## src/rtl/sob_pkg.sv

```systemverilog
// Shared types and constants for the Sobol point generator.
package sob_pkg;

	localparam int MAX_BITS_DEF   = 32;
	localparam int MAX_DEGREE_DEF = 8;
	localparam int M_COUNT        = 8;

	localparam int VAL_W   = 32;
	localparam int IDX_W   = 31;
	localparam int DEG_W   = 4;
	localparam int COEF_W  = 7;
	localparam int DIR_W   = 64;
	localparam int CFG_A_W = 2;

	localparam logic [CFG_A_W-1:0] REG_POLY_DEGREE  = 2'd0;
	localparam logic [CFG_A_W-1:0] REG_POLY_COEFF   = 2'd1;
	localparam logic [CFG_A_W-1:0] REG_INIT_DIRS    = 2'd2;
	localparam logic [CFG_A_W-1:0] REG_TOTAL_POINTS = 2'd3;

	localparam logic [DEG_W-1:0]  POLY_DEGREE_RST  = '0;
	localparam logic [COEF_W-1:0] POLY_COEFF_RST   = '0;
	localparam logic [DIR_W-1:0]  INIT_DIRS_RST    = 64'h0101_0101_0101_0101;
	localparam logic [IDX_W-1:0]  TOTAL_POINTS_RST = 31'd1024;

	// Direction table status seen by the point stepper.
	typedef struct packed {
		logic ready;  // table holds a complete build
		logic done;   // registered pulse, set by the same edge that writes the last entry
	} tbl_status_t;

endpackage

```

## src/rtl/sob_dir_table.sv

```systemverilog
// Direction number table: one-entry-per-cycle build and read port.
module sob_dir_table
	import sob_pkg::*;
#(
	parameter int MAX_BITS   = MAX_BITS_DEF,
	parameter int MAX_DEGREE = MAX_DEGREE_DEF,
	localparam int TBL_AW    = $clog2(MAX_BITS)
) (
	input  logic              clk,
	input  logic              arst_n,
	input  logic              rebuild,
	input  logic [DEG_W-1:0]  poly_degree,
	input  logic [COEF_W-1:0] poly_coeff_bits,
	input  logic [DIR_W-1:0]  initial_directions,
	input  logic [TBL_AW-1:0] rd_idx,
	output logic [VAL_W-1:0]  rd_data,
	output tbl_status_t       status
);

	localparam int DEG_LIM = (MAX_DEGREE < M_COUNT) ? MAX_DEGREE : M_COUNT;

	logic [VAL_W-1:0]  tbl_q [MAX_BITS];
	logic [VAL_W-1:0]  hist_q [DEG_LIM];  // hist_q[j] is V(i-1-j)
	logic [TBL_AW-1:0] bidx_q;
	logic              ready_q;
	logic              done_q;

	logic [DEG_W-1:0]  s_eff;
	logic [7:0]        m_sel;
	logic [VAL_W-1:0]  back;
	logic [VAL_W-1:0]  new_v;
	logic              last_entry;

	assign s_eff = (poly_degree > DEG_W'(DEG_LIM)) ? DEG_W'(DEG_LIM) : poly_degree;
	assign m_sel = initial_directions[{bidx_q[2:0], 3'b000} +: 8];
	assign last_entry = (bidx_q == TBL_AW'(MAX_BITS - 1));

	always_comb begin
		back = '0;
		for (int j = 0; j < DEG_LIM; j++) begin
			if (int'(s_eff) == j + 1) begin
				back = hist_q[j];
			end
		end
		if (s_eff == '0) begin
			new_v = 32'h8000_0000 >> bidx_q;
		end else if (int'(bidx_q) < int'(s_eff)) begin
			new_v = {24'b0, m_sel} << (5'd31 - 5'(bidx_q));
		end else begin
			new_v = back ^ (back >> s_eff);
			for (int k = 1; k < DEG_LIM; k++) begin
				for (int b = 0; b < COEF_W; b++) begin
					// coefficient bit s-1-k weights V(i-k)
					if (int'(s_eff) == b + 1 + k && poly_coeff_bits[b]) begin
						new_v = new_v ^ hist_q[k-1];
					end
				end
			end
		end
	end

	always_ff @(posedge clk or negedge arst_n) begin
		if (!arst_n) begin
			ready_q <= 1'b0;
			done_q  <= 1'b0;
			bidx_q  <= '0;
		end else begin
			done_q <= 1'b0;
			if (rebuild) begin
				ready_q <= 1'b0;
				bidx_q  <= '0;
			end else if (!ready_q) begin
				if (last_entry) begin
					ready_q <= 1'b1;
					done_q  <= 1'b1;
					bidx_q  <= '0;
				end else begin
					bidx_q <= bidx_q + 1'b1;
				end
			end
		end
	end

	always_ff @(posedge clk) begin
		if (!ready_q && !rebuild) begin
			tbl_q[bidx_q] <= new_v;
			hist_q[0]     <= new_v;
			for (int j = 1; j < DEG_LIM; j++) begin
				hist_q[j] <= hist_q[j-1];
			end
		end
	end

	assign rd_data      = tbl_q[rd_idx];
	assign status.ready = ready_q;
	assign status.done  = done_q;

endmodule

```

## src/rtl/sob_stepper.sv

```systemverilog
// Point stepper: Gray-code index advance, running value and result register.
module sob_stepper
	import sob_pkg::*;
#(
	parameter int MAX_BITS = MAX_BITS_DEF,
	localparam int TBL_AW  = $clog2(MAX_BITS)
) (
	input  logic              clk,
	input  logic              arst_n,
	input  tbl_status_t       status,
	input  logic [IDX_W-1:0]  total_points,
	output logic [TBL_AW-1:0] rd_idx,
	input  logic [VAL_W-1:0]  rd_data,
	input  logic              in_valid,
	output logic              in_ready,
	input  logic              restart,
	output logic              out_valid,
	input  logic              out_ready,
	output logic [VAL_W-1:0]  point_value,
	output logic [IDX_W-1:0]  point_index,
	output logic              last_point
);

	logic [VAL_W-1:0] running_q;
	logic [IDX_W-1:0] next_index_q;
	logic             out_valid_q;
	logic [VAL_W-1:0] point_value_q;
	logic [IDX_W-1:0] point_index_q;
	logic             last_point_q;

	logic [VAL_W-1:0] cur_val;
	logic [IDX_W-1:0] cur_idx;
	logic [IDX_W-1:0] count_m1;
	logic [4:0]       tones;
	logic             hit;
	logic             accept;

	// count of trailing ones, all ones gives the full width
	always_comb begin
		tones = 5'(IDX_W);
		for (int j = IDX_W - 1; j >= 0; j--) begin
			if (!cur_idx[j]) begin
				tones = 5'(j);
			end
		end
	end

	assign cur_idx  = restart ? '0 : next_index_q;
	assign cur_val  = restart ? '0 : running_q;
	assign count_m1 = (total_points == '0) ? '0 : total_points - 1'b1;
	assign hit      = (int'(tones) < MAX_BITS);
	assign rd_idx   = tones[TBL_AW-1:0];
	// no item in the cycle the sequence state is cleared after a build
	assign in_ready = status.ready && !status.done && (!out_valid_q || out_ready);
	assign accept   = in_valid && in_ready;

	always_ff @(posedge clk or negedge arst_n) begin
		if (!arst_n) begin
			running_q    <= '0;
			next_index_q <= '0;
			out_valid_q  <= 1'b0;
		end else begin
			if (status.done) begin
				running_q    <= '0;
				next_index_q <= '0;
			end else if (accept) begin
				if (cur_idx >= count_m1) begin
					running_q    <= '0;
					next_index_q <= '0;
				end else begin
					running_q    <= cur_val ^ (hit ? rd_data : '0);
					next_index_q <= cur_idx + 1'b1;
				end
			end
			if (accept) begin
				out_valid_q <= 1'b1;
			end else if (out_ready) begin
				out_valid_q <= 1'b0;
			end
		end
	end

	always_ff @(posedge clk) begin
		if (accept) begin
			point_value_q <= cur_val;
			point_index_q <= cur_idx;
			last_point_q  <= (cur_idx == count_m1);
		end
	end

	assign out_valid   = out_valid_q;
	assign point_value = point_value_q;
	assign point_index = point_index_q;
	assign last_point  = last_point_q;

endmodule

```

## src/rtl/sobol_point_generator.sv

```systemverilog
// Sobol point generator (one dimension, Gray-code order): top level.
// An accepted item's point is loaded into the result register by the edge that accepts it.
// Throughput: 1 point per cycle; a new item is taken in the cycle a waiting result leaves.
// Table build: one entry per cycle, then a clear of the sequence state; it runs
// after reset and after a write of poly_degree, poly_coeff_bits or initial_directions.
// in_ready is low during a build. Reset (arst_n, async, active low) restores the registers.
module sobol_point_generator
	import sob_pkg::*;
#(
	parameter int MAX_BITS   = MAX_BITS_DEF,
	parameter int MAX_DEGREE = MAX_DEGREE_DEF
) (
	input  logic               clk,
	input  logic               arst_n,
	input  logic               cfg_valid,
	output logic               cfg_ready,
	input  logic [CFG_A_W-1:0] cfg_index,
	input  logic [DIR_W-1:0]   cfg_data,
	input  logic               in_valid,
	output logic               in_ready,
	input  logic               restart,
	output logic               out_valid,
	input  logic               out_ready,
	output logic [VAL_W-1:0]   point_value,
	output logic [IDX_W-1:0]   point_index,
	output logic               last_point
);

	localparam int TBL_AW = $clog2(MAX_BITS);

	logic [DEG_W-1:0]  poly_degree_q;
	logic [COEF_W-1:0] poly_coeff_q;
	logic [DIR_W-1:0]  init_dirs_q;
	logic [IDX_W-1:0]  total_points_q;
	logic              cfg_wr;
	logic              rebuild;
	logic [TBL_AW-1:0] rd_idx;
	logic [VAL_W-1:0]  rd_data;
	tbl_status_t       status;

	assign cfg_ready = 1'b1;
	assign cfg_wr    = cfg_valid && cfg_ready;

	always_comb begin
		rebuild = 1'b0;
		if (cfg_wr) begin
			case (cfg_index)
				REG_POLY_DEGREE, REG_POLY_COEFF, REG_INIT_DIRS: rebuild = 1'b1;
				default: rebuild = 1'b0;
			endcase
		end
	end

	always_ff @(posedge clk or negedge arst_n) begin
		if (!arst_n) begin
			poly_degree_q  <= POLY_DEGREE_RST;
			poly_coeff_q   <= POLY_COEFF_RST;
			init_dirs_q    <= INIT_DIRS_RST;
			total_points_q <= TOTAL_POINTS_RST;
		end else if (cfg_wr) begin
			case (cfg_index)
				REG_POLY_DEGREE:  poly_degree_q  <= cfg_data[DEG_W-1:0];
				REG_POLY_COEFF:   poly_coeff_q   <= cfg_data[COEF_W-1:0];
				REG_INIT_DIRS:    init_dirs_q    <= cfg_data;
				REG_TOTAL_POINTS: total_points_q <= cfg_data[IDX_W-1:0];
				default: ;
			endcase
		end
	end

	sob_dir_table #(
		.MAX_BITS   (MAX_BITS),
		.MAX_DEGREE (MAX_DEGREE)
	) u_table (
		.clk                (clk),
		.arst_n             (arst_n),
		.rebuild            (rebuild),
		.poly_degree        (poly_degree_q),
		.poly_coeff_bits    (poly_coeff_q),
		.initial_directions (init_dirs_q),
		.rd_idx             (rd_idx),
		.rd_data            (rd_data),
		.status             (status)
	);

	sob_stepper #(
		.MAX_BITS (MAX_BITS)
	) u_stepper (
		.clk          (clk),
		.arst_n       (arst_n),
		.status       (status),
		.total_points (total_points_q),
		.rd_idx       (rd_idx),
		.rd_data      (rd_data),
		.in_valid     (in_valid),
		.in_ready     (in_ready),
		.restart      (restart),
		.out_valid    (out_valid),
		.out_ready    (out_ready),
		.point_value  (point_value),
		.point_index  (point_index),
		.last_point   (last_point)
	);

`ifndef ASSERT_OFF
	a_accept_needs_table: assert property (@(posedge clk) disable iff (!arst_n)
		(in_valid && in_ready) |-> status.ready)
		else $error("item accepted before direction table was built");

	a_result_follows: assert property (@(posedge clk) disable iff (!arst_n)
		(in_valid && in_ready) |=> out_valid)
		else $error("accepted item produced no result");

	a_poly_write_rebuilds: assert property (@(posedge clk) disable iff (!arst_n)
		rebuild |=> (!status.ready && !in_ready))
		else $error("polynomial write did not start a table build");
`endif

endmodule
```

## config.mk

```make
export PLATFORM = sky130hd
export DESIGN_NAME = sobol_point_generator
export DESIGN_NICKNAME = d
export VERILOG_FILES = /design/src/rtl/sob_pkg.sv /design/src/rtl/sob_dir_table.sv /design/src/rtl/sob_stepper.sv /design/src/rtl/sobol_point_generator.sv
export SDC_FILE = /design/constraint.sdc
export NUM_CORES = 2
export LEC_CHECK = 0
export ABC_AREA = 0
export CAP_MARGIN = 10
export CORE_MARGIN = 1.5
export CORE_UTILIZATION = 55
export CTS_BUF_LIST = sky130_fd_sc_hd__clkbuf_4
export DETAILED_ROUTE_END_ITERATION = 8
export DONT_BUFFER_PORTS = 1
export PLACE_DENSITY = 0.84
export REMOVE_ABC_BUFFERS = 1
export SLEW_MARGIN = 10
export SYNTH_ARGS = -nofsm -noshare
export SYNTH_HDL_FRONTEND = slang
export SYNTH_HIERARCHICAL = 1
export SYNTH_SLANG_ARGS = --single-unit
```

## constraint.sdc

```tcl
create_clock -name clk -period 16.7 [get_ports clk]
set_input_delay 3.34 -clock clk [delete_from_list [all_inputs] [get_ports clk]]
set_output_delay 3.34 -clock clk [all_outputs]
set_load 0.02 [all_outputs]
```

==> results.md <==
* Post-Synthesis Cells at 4,240
* Number of synthesized flops with an enable pin at 1,344
* Max clock buf depth at 4
* RSZ-0062 raised after global routing: false
* Synthesized area per cell at 16.1 um^2
* Synth Cell Area at 68,400 um^2
* Antenna Nets Post-Route at 0
* Design Power at 0.0118 W
* Asr flop ratio synth at 0.116
* Die height at 356 um
* Setup_tns at 0 ns
* Final worst-path setup slack at 9.01 ns
* Pin count of the biggest net entering global routing at 191
* CTS clock-pin slew for the worst setup and hold paths at 0.07 ns
* Crit Path Max Fanout at 168
* Die footprint at 127,000 um^2
* Global route total overflow at 0
* Final setup violation count at 0
* WL final at 200,000 um
* Normalized max-slew margin at 0.103
* RePlAce Congestion at 0.962
* Main synth FF type: edfxtp_1
* Lkg Pwr at 25.8 nW
* Clk_skew at 0.145 ns
* # IOs at 139
* Total CTS buffers at 386
* Setup CP Type: input port to flop
* Critical path arrival at 8.83 ns
* Startpoint Class: input port
* Via density per instance at 6.84
* PD cells at 156 nW/um^2
* Skew-Pair Late Insertion Delay at 1.32 ns
* Endpoints failing hold at 0
* Number of global-route vias before repair at 43,400
* Total GRT Usage at 0.315
* Fin cells at 6,424
* Synth Warn # at 6
* Antenna violations before repair at 18
* Highest metal used: met5
* DP HPWL at 114,000 um
* Core area at 123,000 um^2
* DR DRC count at 0
* Placed Cells at 5,722
* Nets@finish at 4,588
* Share of cells above drive strength 1 at 0.266
* Post-cts resize count at 0
* Sink Count at 1,521
* CTS tree: built
* Commonest non-fill, non-tap cells in the layout: 1,344 x edfxtp_1, 575 x clkbuf_4, 334 x mux4_2, 321 x nand2_1, 172 x o21ai_0
* Hold buffer count at CTS at 0
* Max-Cap Viols at 0
* Post-place setup slack at 7.95 ns
* Worst EP required at 17.84 ns
* Met3 Wirelength at 29,500 um
* Commonest non-fill, non-tap cell in the layout: edfxtp_1
* Cell variety after synth at 104
* Via count at 43,900
* Slew @ Worst Pin at 1.35 ns
* First-pass GRT wire length at 289,000 um
* Final Max Tran Viols at 0
* Initial core utilization at 0.554
* Crit share post-route at 0.460
* Maximum vdd ir drop at 0.190 mV
* Met1 Wirelength at 67,700 um
* Root buf cell: clkbuf_4
* Site Rows at 129
* Number of synthesized register bits at 1,521
* Max Fclk at 0.130 GHz
* P&R area growth vs syn at 10.5%
* CP Capture Type: flop
* Minimum clock period at 7.69 ns
* CTS HTree Levels at 5
* Seq/Total Area, Yosys at 0.655
* Post-DR wirelength/cell at 31.2 um
* Status: finished clean
* DRT iter0 DRCs at 7,547
* Post-CTS setup buffer count at 0
* DRT Pass-1 Iters at 8
* Hold Path Class: flop to flop
* Detailed route wirelength on metal2 at 91,800 um
* Width of the chip at 356 um
* Port bufs at 0
-- metrics by stage --
step	hold slack (ns)	area, um^2	util
after floorplan	0.440	67100	-
after global placement	0.448	70600	0.572
after detailed placement	0.459	70600	0.572
after CTS	0.433	75500	0.612
after global routing	0.430	75600	0.612
final	0.429	75600	0.612
-- power by group --
part / switching, W / internal (W) / leakage (nW)
combinational: 0.00204 / 0.00112 / 8.11
sequential: 0.000265 / 0.00519 / 14.8
clock: 0.00152 / 0.00165 / 2.92
total: 0.00383 / 0.00796 / 25.8
-- worst max-delay path: stages --
cell,delay [ns]
nor2b_1,0.30
nand2_1,0.09
o211ai_1,0.22
a31oi_1,0.12
or4_1,0.49
a21oi_4,0.45
buf_12,0.70
buf_4,1.03
mux4_2,0.43
mux4_2,0.48
mux2_2,0.29
o21ai_0,0.21
o2bb2ai_1,0.19
-- final cells by class --
class / count / area (um^2)
Clock inverter: 107 / 547
Multi-Input combinational cell: 2373 / 22600
Antenna cell: 20 / 50.0
Tap cell: 1637 / 2050
Fill cell: 8554 / 47900
Timing Repair Buffer: 114 / 906
Clock buffer: 575 / 4320
Inverter: 77 / 290
Sequential cell: 1521 / 44800
-- cell families (layout without fill, tap and decap cells) --
| logic type | count (synthesis) | after routing | synth area share |
|---|---|---|---|
| other | 1 | 21 | 0.0000548 |
| xor gates and xnor gates | 230 | 230 | 0.0381 |
| and+or+nand+nor | 846 | 846 | 0.0610 |
| adders and majority gates | 43 | 43 | 0.00786 |
| muxes | 577 | 577 | 0.148 |
| DFF | 1521 | 1521 | 0.655 |
| AOI/OAI and AO/OA | 676 | 676 | 0.0670 |
| buffers and inverters | 346 | 873 | 0.0229 |
-- cells in the mapped netlist, types with 63 or more instances --
cell type | number | share of area
mux2_1 | 63 | 0.010
clkbuf_1 | 132 | 0.0072
nor2_1 | 171 | 0.0094
a21oi_1 | 107 | 0.0078
xnor2_1 | 130 | 0.017
inv_1 | 74 | 0.0041
edfxtp_1 | 1344 | 0.59
mux4_2 | 334 | 0.11
mux2_2 | 91 | 0.015
dfrtp_1 | 168 | 0.061
mux2i_1 | 89 | 0.013
o21ai_0 | 177 | 0.013
nand2_1 | 322 | 0.018
-- sequential cells by signal (all words and copies together), names as in the netlist, 5 cells and up --
signal and count:
u_table/bidx_q 5, u_stepper/next_index_q 31, u_stepper/point_value 32, u_table/hist_q 256
total_points_q 31, poly_coeff_q 7, u_table/tbl_q 1024, u_stepper/running_q 32
u_stepper/point_index 31, init_dirs_q 64
-- path summary, 6_finish.rpt --
kind                                             from                         end  slack [ns]  cells past startpoint
min in group asynchronous                      arst_n             poly_coeff_q[0]        1.81                      0
hold / removal                  u_table/hist_q[0][74]      u_table/hist_q[0][106]        0.43                      0
max in group asynchronous                      arst_n  u_stepper/next_index_q[13]       14.40                      0
hold reg to reg                 u_table/hist_q[0][74]      u_table/hist_q[0][106]        0.43                      0
setup / recovery                              restart      u_stepper/running_q[8]        9.01                     13
setup reg to reg           u_stepper/next_index_q[24]      u_stepper/running_q[8]       10.78                     13
-- metal layers --
layer / up-vias / track usage
met3: 794 / 0.0959
met4: 6 / 0.163
met1: 21600 / 0.415
li1: 17500 / -
met2: 4064 / 0.477
met5: - / 0
(Power assumes the default switching activity.)
